<file path="src/rtl/ipv6_text_address_parser_defines.svh">
// ----------------------------------------------------------------------------
// IPv6 text address parser - assertion macros
// Overlapping-implication and next-cycle property wrappers; empty in synthesis.
// ----------------------------------------------------------------------------
`ifndef IPV6_TEXT_ADDRESS_PARSER_DEFINES_SVH
`define IPV6_TEXT_ADDRESS_PARSER_DEFINES_SVH

`ifndef SYNTHESIS
`define IPV6TAP_ASSERT_IMP(label, clk, rst, ante, cons) \
  label: assert property (@(posedge clk) disable iff (rst) (ante) |-> (cons)) \
    else $error("assertion failed");
`define IPV6TAP_ASSERT_NEXT(label, clk, rst, ante, cons) \
  label: assert property (@(posedge clk) disable iff (rst) (ante) |=> (cons)) \
    else $error("assertion failed");
`else
`define IPV6TAP_ASSERT_IMP(label, clk, rst, ante, cons)
`define IPV6TAP_ASSERT_NEXT(label, clk, rst, ante, cons)
`endif

`endif

</file>
<file path="src/rtl/ipv6tap_pkg.sv">
// ----------------------------------------------------------------------------
// IPv6 text address parser - package
// Sizes, character codes, parse state type and hex digit decoder.
// ----------------------------------------------------------------------------
package ipv6tap_pkg;

  localparam int GROUP_COUNT = 8;
  localparam int OUT_GROUPS  = 8;
  localparam int GROUP_W     = 16;
  localparam int CHAR_W      = 8;
  localparam int GIDX_W      = $clog2(GROUP_COUNT);
  localparam int GCNT_W      = $clog2(GROUP_COUNT + 1);
  localparam int DIGIT_W     = 3;
  localparam int MAX_DIGITS  = 4;

  localparam logic [CHAR_W-1:0] CHAR_COLON = 8'h3A;
  localparam logic [CHAR_W-1:0] CHAR_0     = 8'h30;
  localparam logic [CHAR_W-1:0] CHAR_9     = 8'h39;
  localparam logic [CHAR_W-1:0] CHAR_LA    = 8'h61;
  localparam logic [CHAR_W-1:0] CHAR_LF    = 8'h66;
  localparam logic [CHAR_W-1:0] CHAR_UA    = 8'h41;
  localparam logic [CHAR_W-1:0] CHAR_UF    = 8'h46;

  typedef struct packed {
    logic [GROUP_W-1:0] acc;
    logic [DIGIT_W-1:0] digits;
    logic [GCNT_W-1:0]  done;
    logic [GCNT_W-1:0]  gap_pos;
    logic               gap_seen;
    logic               prev_colon;
    logic               error;
  } parse_state_t;

  typedef struct packed {
    logic       valid;
    logic [3:0] nibble;
  } hex_digit_t;

  function automatic hex_digit_t hex_decode(input logic [CHAR_W-1:0] c);
    hex_digit_t   r;
    logic [CHAR_W-1:0] d;
    r = '0;
    d = '0;
    if (c >= CHAR_0 && c <= CHAR_9) begin
      d = c - CHAR_0;
      r.valid = 1'b1;
    end else if (c >= CHAR_LA && c <= CHAR_LF) begin
      d = c - CHAR_LA + 8'd10;
      r.valid = 1'b1;
    end else if (c >= CHAR_UA && c <= CHAR_UF) begin
      d = c - CHAR_UA + 8'd10;
      r.valid = 1'b1;
    end
    r.nibble = d[3:0];
    return r;
  endfunction

endpackage

</file>
<file path="src/rtl/ipv6tap_if.sv">
// ----------------------------------------------------------------------------
// IPv6 text address parser - channel interfaces
// Character channel in, address channel out; valid/ready handshake.
// ----------------------------------------------------------------------------
interface ipv6tap_text_if;
  logic                            valid;
  logic                            ready;
  logic [ipv6tap_pkg::CHAR_W-1:0]  text_char;
  logic                            last_char;

  modport source (output valid, output text_char, output last_char, input ready);
  modport sink   (input valid, input text_char, input last_char, output ready);
endinterface

interface ipv6tap_addr_if;
  logic                             valid;
  logic                             ready;
  logic [ipv6tap_pkg::GROUP_W-1:0]  group_0;
  logic [ipv6tap_pkg::GROUP_W-1:0]  group_1;
  logic [ipv6tap_pkg::GROUP_W-1:0]  group_2;
  logic [ipv6tap_pkg::GROUP_W-1:0]  group_3;
  logic [ipv6tap_pkg::GROUP_W-1:0]  group_4;
  logic [ipv6tap_pkg::GROUP_W-1:0]  group_5;
  logic [ipv6tap_pkg::GROUP_W-1:0]  group_6;
  logic [ipv6tap_pkg::GROUP_W-1:0]  group_7;
  logic                             malformed;

  modport source (output valid, output group_0, output group_1, output group_2,
                  output group_3, output group_4, output group_5, output group_6,
                  output group_7, output malformed, input ready);
  modport sink   (input valid, input group_0, input group_1, input group_2,
                  input group_3, input group_4, input group_5, input group_6,
                  input group_7, input malformed, output ready);
endinterface

</file>
<file path="src/rtl/ipv6_text_address_parser.sv">
// ----------------------------------------------------------------------------
// IPv6 text address parser
// Takes one character per beat and returns the eight address groups.
// ----------------------------------------------------------------------------
// One character is taken per clock while text.ready is high. Each character
// updates the parse state (group being built, finished groups, double-colon
// position). The beat flagged last_char copies the state into a frame
// register and the parse state clears, so the next address may start in the
// following cycle. Once the frame register holds a frame and the output
// register can take it, the frame is closed, the double-colon gap is expanded
// with a group shifter and the result lands in the output register that drives
// addr.valid. The output register and the frame register form a two-deep
// path, so characters keep flowing while a result waits; text.ready drops only
// when both are held. Malformed text gives malformed = 1 with all groups zero.
// ----------------------------------------------------------------------------
`include "ipv6_text_address_parser_defines.svh"

module ipv6_text_address_parser (
  input  logic           clk,
  input  logic           rst,
  ipv6tap_text_if.sink   text,
  ipv6tap_addr_if.source addr
);

  localparam int GC  = ipv6tap_pkg::GROUP_COUNT;
  localparam int GW  = ipv6tap_pkg::GROUP_W;
  localparam int CW  = ipv6tap_pkg::GCNT_W;
  localparam int IW  = ipv6tap_pkg::GIDX_W;
  localparam int DW  = ipv6tap_pkg::DIGIT_W;

  ipv6tap_pkg::parse_state_t state, state_next;
  logic [GW-1:0] group_store [GC];
  logic [GW-1:0] store_next  [GC];

  ipv6tap_pkg::parse_state_t frame;
  logic [GW-1:0] frame_store [GC];
  logic          frame_valid;

  logic [GW-1:0] out_group [ipv6tap_pkg::OUT_GROUPS];
  logic [GW-1:0] out_group_next [ipv6tap_pkg::OUT_GROUPS];
  logic          out_malformed;
  logic          out_valid;

  logic text_fire, out_load, frame_free;
  ipv6tap_pkg::hex_digit_t hex;

  assign out_load   = frame_valid && (!out_valid || addr.ready);
  assign frame_free = !frame_valid || out_load;
  assign text.ready = frame_free;
  assign text_fire  = text.valid && frame_free;

  // character step
  always_comb begin
    hex        = ipv6tap_pkg::hex_decode(text.text_char);
    state_next = state;
    store_next = group_store;
    if (!state.error) begin
      if (hex.valid) begin
        if (state.digits == DW'(ipv6tap_pkg::MAX_DIGITS) ||
            (state.prev_colon && state.done == '0 && !state.gap_seen)) begin
          state_next.error = 1'b1;
        end else begin
          state_next.acc        = {state.acc[GW-5:0], hex.nibble};
          state_next.digits     = state.digits + DW'(1);
          state_next.prev_colon = 1'b0;
        end
      end else if (text.text_char == ipv6tap_pkg::CHAR_COLON) begin
        state_next.prev_colon = 1'b1;
        if (state.digits != '0) begin
          if (state.done >= CW'(GC)) begin
            state_next.error = 1'b1;
          end else begin
            store_next[state.done[IW-1:0]] = state.acc;
            state_next.done   = state.done + CW'(1);
            state_next.acc    = '0;
            state_next.digits = '0;
          end
        end else if (state.prev_colon) begin
          if (state.gap_seen) begin
            state_next.error = 1'b1;
          end else begin
            state_next.gap_seen = 1'b1;
            state_next.gap_pos  = state.done;
          end
        end
      end else begin
        state_next.error = 1'b1;
      end
    end
  end

  // closing and gap expansion
  logic [GW-1:0]    fin_store [GC];
  logic [CW-1:0]    fin_done;
  logic [CW-1:0]    zeros;
  logic             fin_err;
  logic [GC*GW-1:0] fin_flat;
  logic [GC*GW-1:0] fin_shift;
  logic [GW-1:0]    full [GC];

  always_comb begin
    fin_store = frame_store;
    fin_done  = frame.done;
    fin_err   = frame.error;
    if (!fin_err) begin
      if (frame.digits != '0) begin
        if (frame.done >= CW'(GC)) begin
          fin_err = 1'b1;
        end else begin
          fin_store[frame.done[IW-1:0]] = frame.acc;
          fin_done = frame.done + CW'(1);
        end
      end else if (frame.prev_colon &&
                   !(frame.gap_seen && frame.gap_pos == frame.done)) begin
        fin_err = 1'b1;
      end
    end
    if (!fin_err) begin
      if (frame.gap_seen ? (fin_done >= CW'(GC)) : (fin_done != CW'(GC))) begin
        fin_err = 1'b1;
      end
    end
    zeros = CW'(GC) - fin_done;
    for (int i = 0; i < GC; i++) begin
      fin_flat[i*GW +: GW] = fin_store[i];
    end
    fin_shift = fin_flat << (zeros * GW);
    for (int i = 0; i < GC; i++) begin
      if (fin_err) begin
        full[i] = '0;
      end else if (!frame.gap_seen || (CW+1)'(i) < {1'b0, frame.gap_pos}) begin
        full[i] = fin_flat[i*GW +: GW];
      end else if ((CW+1)'(i) >= ({1'b0, frame.gap_pos} + {1'b0, zeros})) begin
        full[i] = fin_shift[i*GW +: GW];
      end else begin
        full[i] = '0;
      end
    end
    for (int i = 0; i < ipv6tap_pkg::OUT_GROUPS; i++) begin
      out_group_next[i] = '0;
      if (i < GC) begin
        out_group_next[i] = full[i];
      end
    end
  end

  always_ff @(posedge clk) begin
    if (rst) begin
      state       <= '0;
      frame_valid <= 1'b0;
      out_valid   <= 1'b0;
    end else begin
      if (text_fire) begin
        state <= text.last_char ? '0 : state_next;
      end
      if (text_fire && text.last_char) begin
        frame_valid <= 1'b1;
      end else if (out_load) begin
        frame_valid <= 1'b0;
      end
      if (out_load) begin
        out_valid <= 1'b1;
      end else if (addr.ready) begin
        out_valid <= 1'b0;
      end
    end
  end

  always_ff @(posedge clk) begin
    if (text_fire) begin
      group_store <= store_next;
    end
    if (text_fire && text.last_char) begin
      frame       <= state_next;
      frame_store <= store_next;
    end
    if (out_load) begin
      out_group     <= out_group_next;
      out_malformed <= fin_err;
    end
  end

  assign addr.valid     = out_valid;
  assign addr.malformed = out_malformed;
  assign addr.group_0   = out_group[0];
  assign addr.group_1   = out_group[1];
  assign addr.group_2   = out_group[2];
  assign addr.group_3   = out_group[3];
  assign addr.group_4   = out_group[4];
  assign addr.group_5   = out_group[5];
  assign addr.group_6   = out_group[6];
  assign addr.group_7   = out_group[7];

  `IPV6TAP_ASSERT_NEXT(a_last_opens_frame, clk, rst, text_fire && text.last_char, frame_valid)
  `IPV6TAP_ASSERT_NEXT(a_last_clears_state, clk, rst, text_fire && text.last_char, state == '0)
  `IPV6TAP_ASSERT_NEXT(a_frame_holds, clk, rst, frame_valid && !out_load, frame_valid && $stable(frame))
  `IPV6TAP_ASSERT_IMP(a_done_bound, clk, rst, 1'b1, state.done <= CW'(GC))
  `IPV6TAP_ASSERT_IMP(a_bad_is_zero, clk, rst, out_valid && out_malformed, (addr.group_0 | addr.group_1 | addr.group_2 | addr.group_3 | addr.group_4 | addr.group_5 | addr.group_6 | addr.group_7) == '0)

endmodule
</file>
<file path="src/flat_wrapper.sv">
// flat-port wrapper written by rule: the top's interface ports become plain ports
module ipv6_text_address_parser_flat 
  (clk, rst, text_valid, text_text_char, text_last_char, text_ready, addr_valid, addr_group_0, addr_group_1, addr_group_2, addr_group_3, addr_group_4, addr_group_5, addr_group_6, addr_group_7, addr_malformed, addr_ready);
  ipv6tap_text_if text_i ();
  ipv6tap_addr_if addr_i ();
  input  logic clk;
  input  logic rst;
  input wire logic [$bits(text_i.valid)-1:0] text_valid;
  input wire logic [$bits(text_i.text_char)-1:0] text_text_char;
  input wire logic [$bits(text_i.last_char)-1:0] text_last_char;
  output wire logic [$bits(text_i.ready)-1:0] text_ready;
  output wire logic [$bits(addr_i.valid)-1:0] addr_valid;
  output wire logic [$bits(addr_i.group_0)-1:0] addr_group_0;
  output wire logic [$bits(addr_i.group_1)-1:0] addr_group_1;
  output wire logic [$bits(addr_i.group_2)-1:0] addr_group_2;
  output wire logic [$bits(addr_i.group_3)-1:0] addr_group_3;
  output wire logic [$bits(addr_i.group_4)-1:0] addr_group_4;
  output wire logic [$bits(addr_i.group_5)-1:0] addr_group_5;
  output wire logic [$bits(addr_i.group_6)-1:0] addr_group_6;
  output wire logic [$bits(addr_i.group_7)-1:0] addr_group_7;
  output wire logic [$bits(addr_i.malformed)-1:0] addr_malformed;
  input wire logic [$bits(addr_i.ready)-1:0] addr_ready;
  assign text_i.valid = text_valid;
  assign text_i.text_char = text_text_char;
  assign text_i.last_char = text_last_char;
  assign text_ready = text_i.ready;
  assign addr_valid = addr_i.valid;
  assign addr_group_0 = addr_i.group_0;
  assign addr_group_1 = addr_i.group_1;
  assign addr_group_2 = addr_i.group_2;
  assign addr_group_3 = addr_i.group_3;
  assign addr_group_4 = addr_i.group_4;
  assign addr_group_5 = addr_i.group_5;
  assign addr_group_6 = addr_i.group_6;
  assign addr_group_7 = addr_i.group_7;
  assign addr_malformed = addr_i.malformed;
  assign addr_i.ready = addr_ready;
  ipv6_text_address_parser u_core (.clk(clk), .rst(rst), .text(text_i), .addr(addr_i));
endmodule
</file>
<file path="config.mk">
export PLATFORM = sky130hd
export DESIGN_NAME = ipv6_text_address_parser_flat
export DESIGN_NICKNAME = d
export VERILOG_FILES = /design/src/rtl/ipv6tap_pkg.sv /design/src/rtl/ipv6tap_if.sv /design/src/rtl/ipv6_text_address_parser.sv /design/src/flat_wrapper.sv
export VERILOG_INCLUDE_DIRS = /design/src /design/src/rtl
export SDC_FILE = /design/constraint.sdc
export NUM_CORES = 1
export LEC_CHECK = 0
export BUFFER_PORTS_ARGS = -buffer_cell sky130_fd_sc_hd__buf_2
export CAP_MARGIN = 30
export CELL_PAD_IN_SITES_DETAIL_PLACEMENT = 2
export CELL_PAD_IN_SITES_GLOBAL_PLACEMENT = 2
export CORE_UTILIZATION = 40
export DETAILED_ROUTE_END_ITERATION = 12
export PLACE_DENSITY_LB_ADDON = 0.2
export SETUP_SLACK_MARGIN = 0.2
export SYNTH_ARGS = -nofsm -noshare
export SYNTH_HDL_FRONTEND = slang
export SYNTH_SLANG_ARGS = --single-unit
</file>
<file path="constraint.sdc">
create_clock -name clk -period 15.6 [get_ports clk]
set_clock_uncertainty 0.15 [all_clocks]
set_input_delay 0.78 -clock clk [delete_from_list [all_inputs] [get_ports clk]]
set_output_delay 0.78 -clock clk [all_outputs]
set_load 0.01 [all_outputs]
</file>
======== Word-level counts from Yosys, hierarchy flattened ========
Cells that the tools add are included.
word-level totals
  output and inout bits ................... 131
  logic and storage cells ................. 189
  bits in writable memories ............... 0
  memories kept ........................... 0
  flip-flop bits (word level) ............. 447
  latch bits .............................. 0
  bits of input ports ..................... 13
  bits in read-only memories .............. 0
cells by class
  shift-type cells ........................ 1
  eq/ne operators ......................... 4
  magnitude comparators ................... 29
  div/mod/pow operators ................... 0
  $mul .................................... 0
  bitwise gates (word level) .............. 2
  add/sub/neg operators ................... 10
  muxes and demuxes ....................... 69
  reductions and logical operators ........ 33
operator list
  kind                                                                                 number
  128-bit two-way mux                                                                  8
  16-bit two-way mux                                                                   18
  128-bit bitwise mux                                                                  2
  128-bit by 8-bit left shift with 128-bit output                                      1
  16-bit demux with 3-bit select                                                       2
  30-bit two-way mux                                                                   2
  23-bit two-way mux                                                                   2
  19-bit two-way mux                                                                   2
  29-bit two-way mux                                                                   1
  4-bit two-way mux                                                                    6
  1-bit two-way mux                                                                    21
  3-bit by 5-bit greater-or-equal comparator with 1-bit output, first input constant   4
  4-bit greater-or-equal comparator, second input constant                             5
  8-bit by 7-bit greater-or-equal comparator with 1-bit output, second input constant  2
  8-bit by 7-bit <= comparator with 1-bit output, second input constant                2
  3-bit by 4-bit less-than comparator with 1-bit output, first input constant          4
  5-bit two-way mux                                                                    3
  1-bit logical AND                                                                    12
  4-bit by 1-bit subtractor with 4-bit output, second input constant                   3
  1-bit logical OR                                                                     11
  1-bit by 5-bit greater-or-equal comparator with 1-bit output, first input constant   2
  2-bit by 5-bit greater-or-equal comparator with 1-bit output, first input constant   2
  9-bit two-way mux                                                                    1
  4-bit by 1-bit adder with 4-bit output, second input constant                        2
  other kinds (19)                                                                     30

======== Longest topological paths before layout ========
  depth after elaboration ................. 12
  gate-level depth with buffers ........... 24
  depth with buffers taken out ............ 16

======== Worst setup path before layout ========
No wires, ideal clock.
  path kind ............................... input -> register
  from .................................... in addr_ready
  to ...................................... reg u_core.out_group, in the netlist u_core.addr.group_0[0], enable pin
  stages on the path ...................... 2
  buffers on the path ..................... 0
  arrival time ............................ 10.130 ns
  setup time .............................. 0.814 ns
  setup slack ............................. 4.507 ns
  required time ........................... 14.636 ns
  path through ............................ inv_1 -> a21boi_0
on the way
  longest elaborated chain between the ends .. 2
ends and longest elaborated chain
  what                  RTL line                         source
  from (decl)           flat_wrapper.sv:22               input wire logic [$bits(addr_i.ready)-1:0] addr_ready;
  1-bit logical OR      ipv6_text_address_parser.sv:47   assign out_load = frame_valid && (!out_valid || addr.ready);
  1-bit logical AND     ipv6_text_address_parser.sv:47
  via u_core.out_load   ipv6_text_address_parser.sv:44   logic text_fire, out_load, frame_free;
  to (signal assigned)  ipv6_text_address_parser.sv:178  out_group <= out_group_next;
  to (decl)             ipv6_text_address_parser.sv:39   logic [GW-1:0] out_group [ipv6tap_pkg::OUT_GROUPS];
The timed path passes the listed nets, and every way through them passes these cells.
A chain may end at the register's enable or synchronous reset.

======== Worst setup path in the final report ========
  from .................................... reg u_core.frame[10] (netlist name)
  to ...................................... reg u_core.out_group, in the netlist u_core.addr.group_6[5], data pin
on the way
  longest elaborated chain between the ends .. 9
  elaborated cells on any way between the ends .. 27
  those cells by class .................... 3 x add/sub; 3 x order compare; 2 x eq/ne; 1 x shift; 15 x mux; 3 x reduce/logical
ends and longest elaborated chain
  what                                                                                         RTL line                                                          source
  from (decl)                                                                                  ipv6_text_address_parser.sv:35                                    ipv6tap_pkg::parse_state_t frame;
  from (signal assigned)                                                                       ipv6_text_address_parser.sv:174                                   frame <= state_next;
  4-bit by 1-bit adder with 4-bit output or 4-bit greater-or-equal comparator (tied branches)  ipv6_text_address_parser.sv:111, ipv6_text_address_parser.sv:107
  4-bit two-way mux                                                                            ipv6_text_address_parser.sv:107                                   if (frame.done >= CW'(GC)) begin
  4-bit two-way mux                                                                            ipv6_text_address_parser.sv:106                                   if (frame.digits != '0) begin
  4-bit two-way mux                                                                            ipv6_text_address_parser.sv:105                                   if (!fin_err) begin
  4-bit subtractor                                                                             ipv6_text_address_parser.sv:123                                   zeros = CW'(GC) - fin_done;
  4-bit by 4-bit adder with 5-bit output                                                       ipv6_text_address_parser.sv:133                                   end else if ((CW+1)'(i) >= ({1'b0, frame.gap_pos} + {1'b0, zeros})) begin
  3-bit by 5-bit greater-or-equal comparator with 1-bit output                                 ipv6_text_address_parser.sv:133
  16-bit two-way mux                                                                           ipv6_text_address_parser.sv:133
  16-bit two-way mux                                                                           ipv6_text_address_parser.sv:131                                   end else if (!frame.gap_seen || (CW+1)'(i) < {1'b0, frame.gap_pos}) begin
Several ways; a longest one is shown, not always the timed one.

==> run summary <==
- Crit path arrival time: 7.10 ns
- RePlAce Congestion: 0.9517
- critical path depth: 16
- number of nets with antenna violations after routing: 0
- number of instances resized during post-cts repair: 0
- share of post-route cells with drive strength above 1: 21.93%
- run status: complete, no violations
- top post-synthesis cells by area: sky130_fd_sc_hd__edfxtp_1 49%, sky130_fd_sc_hd__mux2_2 5.8%, sky130_fd_sc_hd__mux2i_1 4.5%
- # rows: 91
- sequential-to-total area share from yosys stat: 51.88%
- endpoint of the lowest-slack register-to-register path: u_core.addr.group_6[5]
- setup slack on the worst flop-to-flop path: 8.66 ns
- Layout fillers: 6268
- synthesis warning total: 0
- max_slew headroom: 23.20%
- worst setup path start: u_core.frame[10]
- Setup violations, final: 0
- critical-path maximum fanout: 58
- cell type contributing the most total cell area after synthesis: sky130_fd_sc_hd__edfxtp_1
- number of nets produced by synthesis: 2293
- Post-CTS Setup Bufs: 0
- number of buffers and inverters on the critical path: 3
- cell area power density: 104.5 mW/mm2
- post-layout min period: 6.941 ns
- number of cells on the worst reg-to-reg path: 16
- EDFF count, synth: 415
- critical path required time: 15.76 ns
- register bit count reported by yosys: 447
- First-pass DRT Iterations: 5
- proportion of synthesized flip-flops having asynchronous set or reset: 0%
- Critical Path End: u_core.addr.group_6[5]
- CTS root buf: sky130_fd_sc_hd__clkbuf_16
- Critical R2R Launch: u_core.frame[10]
- Worst Setup End Kind: register
- Die X-Extent: 253.3 um
- max-slew violation count: 0
- average instance area after synthesis: 11.16 um2
- DPL Wire Length: 82.37 mm
- leakage dissipation: 10.14 nW
- vias in the first global route: 22750
- fraction of post-synthesis cell area in the top cell type by area: 49.34%
- most used standard cell by instance count after synthesis: sky130_fd_sc_hd__edfxtp_1
- number of port buffers: 143
- prevailing post-synth register cell: sky130_fd_sc_hd__edfxtp_1
- largest incremental delay on the critical path: 0.79 ns
- fraction of the cycle the final worst path needs: 44.49%
- Min-Delay Path Class: input pin to register
- Initial Util: 40.70%
- area growth from synthesis to final layout: 13.25%
- number of hold buffers added after cts: 0
- Max Buffers Root-to-Sink: 3
- instance count of the mapped netlist: 2264
- Post-Syn Area: 0.02526 mm2
- post-synth cell types: 83
- fmax: 0.1441 GHz
- H-tree depth: 2
- largest voltage drop on the vdd net: 0.00008182 V
- wire length per cell: 37.26 um
- setup repair after global routing missed its margin: no
- worst setup path category: register to register
- first-pass GRT wire length: 169.2 mm
- delay-heaviest family, CP: compound AO/OA/AOI/OAI gates
- clock-pin slew on the worst setup and hold paths: 0.06 ns
- number of buffers created by CTS: 51
- DRC errors left: 0
- startpoint class of the critical path: register
- Top Ports: 144
- Synth top cells by count: 415 x sky130_fd_sc_hd__edfxtp_1, 190 x sky130_fd_sc_hd__nor2_1, 182 x sky130_fd_sc_hd__clkbuf_1
- initial antenna violation count: 8
- latest clock arrival within the worst-skew pair: 0.63 ns
- crit-path cells: or2_1, buf_4, nor2_4, buf_4, a21oi_1, ha_2, xor2_1, a21oi_1, a21oi_4, inv_1, ha_1, a2111o_1, and2_1, nor3_1, o2111ai_2, o32ai_1
- standard cell core area: 0.06205 mm2
- utilization after layout: 46.09%
- final net count: 2347
- Sinks on Clock Net: 447
- via count: 22400
- TritonCTS clock tree: done
- total global routing track utilization: 36.89%
- CP max stage cell: sky130_fd_sc_hd__buf_4
- number of violations of the max-capacitance limit: 0
- pin count of the biggest net entering global routing: 130
- wirelength, routed: 119.1 mm
- Die Y-Extent: 253.3 um
- total gr overflow: 0
- DIE AREA: 0.06415 mm2
- violation count after the first detailed-routing iteration: 2866
- DR vias/cell: 7.009
- actual transition at the worst max-transition pin: 1.152 ns
- Total Neg Setup Slack: 0 ns
- endpoints failing hold: 0
## per-stage QoR
step	setup WS, ns	power, mW	cells	hold slack (ns)	area, um2
finish	8.659	2.988	3196	0.3474	28600
floorplan	4.507	1.625	2264	0.2984	25260
detailed placement	8.366	1.774	3097	0.3669	26860
CTS	8.330	2.986	3190	0.3310	28520
global route	8.548	3.054	3195	0.3740	28600
global placement	8.696	1.754	3092	0.3243	26790
## report_power, final
part           switching, mW  total (mW)  internal (mW)
registers             0.0560        1.42           1.36
logic                  0.242       0.351          0.109
clock network          0.529        1.22          0.691
## kinds of logic (layout without fill, tap and decap cells)
group	Yosys count	count (layout)	share of synthesized area [%]
AO/OA/AOI/OAI	686	686	18.86
XOR/XNOR	9	9	0.3666
adder cells (fa/ha/maj)	16	16	0.8224
buffers and inverters	263	357	4.152
flip-flops	447	447	51.88
multiplexers	274	274	12.95
other	0	1	0
AND/OR/NAND/NOR	569	569	10.98
## worst min path at each step
stage                             from                  to  slack (ns)  depth (start not counted)
global route                addr_ready  u_core.frame_valid        0.37                          3
global placement    u_core.frame_valid   u_core.addr.valid        0.32                          2
detailed placement  u_core.frame_valid   u_core.addr.valid        0.37                          2
floorplan             u_core.state[28]    u_core.state[28]        0.30                          2
CTS                         addr_ready  u_core.frame_valid        0.33                          3
finish                      addr_ready  u_core.frame_valid        0.35                          3
## area by class of cell
class / count / area (um2) / area share, %
sequential: 447 / 13100 / 45.81
multi-input combinational: 1554 / 11240 / 39.31
timing repair buffer: 219 / 1364 / 4.768
clock buffer: 63 / 1363 / 4.764
tap: 837 / 1047 / 3.662
clock inverter: 30 / 301.5 / 1.054
inverter: 45 / 176.4 / 0.6168
antenna: 1 / 2.502 / 0.008749
## sequential cells by signal, indices dropped and copies added (netlist names), 30 cells and up
name,cells
u_core.frame_store,128
u_core.group_store,128
u_core.frame,30
u_core.state,30
## layout by cell type, fill, tap and decap left out, types with 49 or more instances in the layout
cell,n
sky130_fd_sc_hd__edfxtp_1,415
sky130_fd_sc_hd__nor2_1,185
sky130_fd_sc_hd__buf_2,144
sky130_fd_sc_hd__mux2_2,131
sky130_fd_sc_hd__o21ai_0,129
sky130_fd_sc_hd__a21oi_1,124
sky130_fd_sc_hd__nand2_1,115
sky130_fd_sc_hd__mux2i_1,114
sky130_fd_sc_hd__buf_4,66
sky130_fd_sc_hd__nand3_1,57
sky130_fd_sc_hd__clkbuf_16,52
sky130_fd_sc_hd__o211ai_1,49
## layer usage
layer / vias to the layer above / global-route usage, % / share of wire, %
li1: 9048 / - / -
met1: 11650 / 50.38 / 40
met5: - / 0 / 0.016
met3: 274 / 8.008 / 11
met4: 4 / 14.96 / 4.1
met2: 1424 / 56.73 / 44
## worst register-to-register path, cell delays in order, from the launching register on
cell,delay (ns)
sky130_fd_sc_hd__edfxtp_1,0.54
sky130_fd_sc_hd__or2_1,0.29
sky130_fd_sc_hd__buf_4,0.29
sky130_fd_sc_hd__nor2_4,0.72
sky130_fd_sc_hd__buf_4,0.81
sky130_fd_sc_hd__a21oi_1,0.21
sky130_fd_sc_hd__ha_2,0.27
sky130_fd_sc_hd__xor2_1,0.53
sky130_fd_sc_hd__a21oi_1,0.26
sky130_fd_sc_hd__a21oi_4,0.21
sky130_fd_sc_hd__inv_1,0.08
sky130_fd_sc_hd__ha_1,0.32
sky130_fd_sc_hd__a2111o_1,0.40
sky130_fd_sc_hd__and2_1,0.23
sky130_fd_sc_hd__nor3_1,0.31
sky130_fd_sc_hd__o2111ai_2,0.23
sky130_fd_sc_hd__o32ai_1,0.77
No activity file was read; power rests on OpenSTA's default activity.
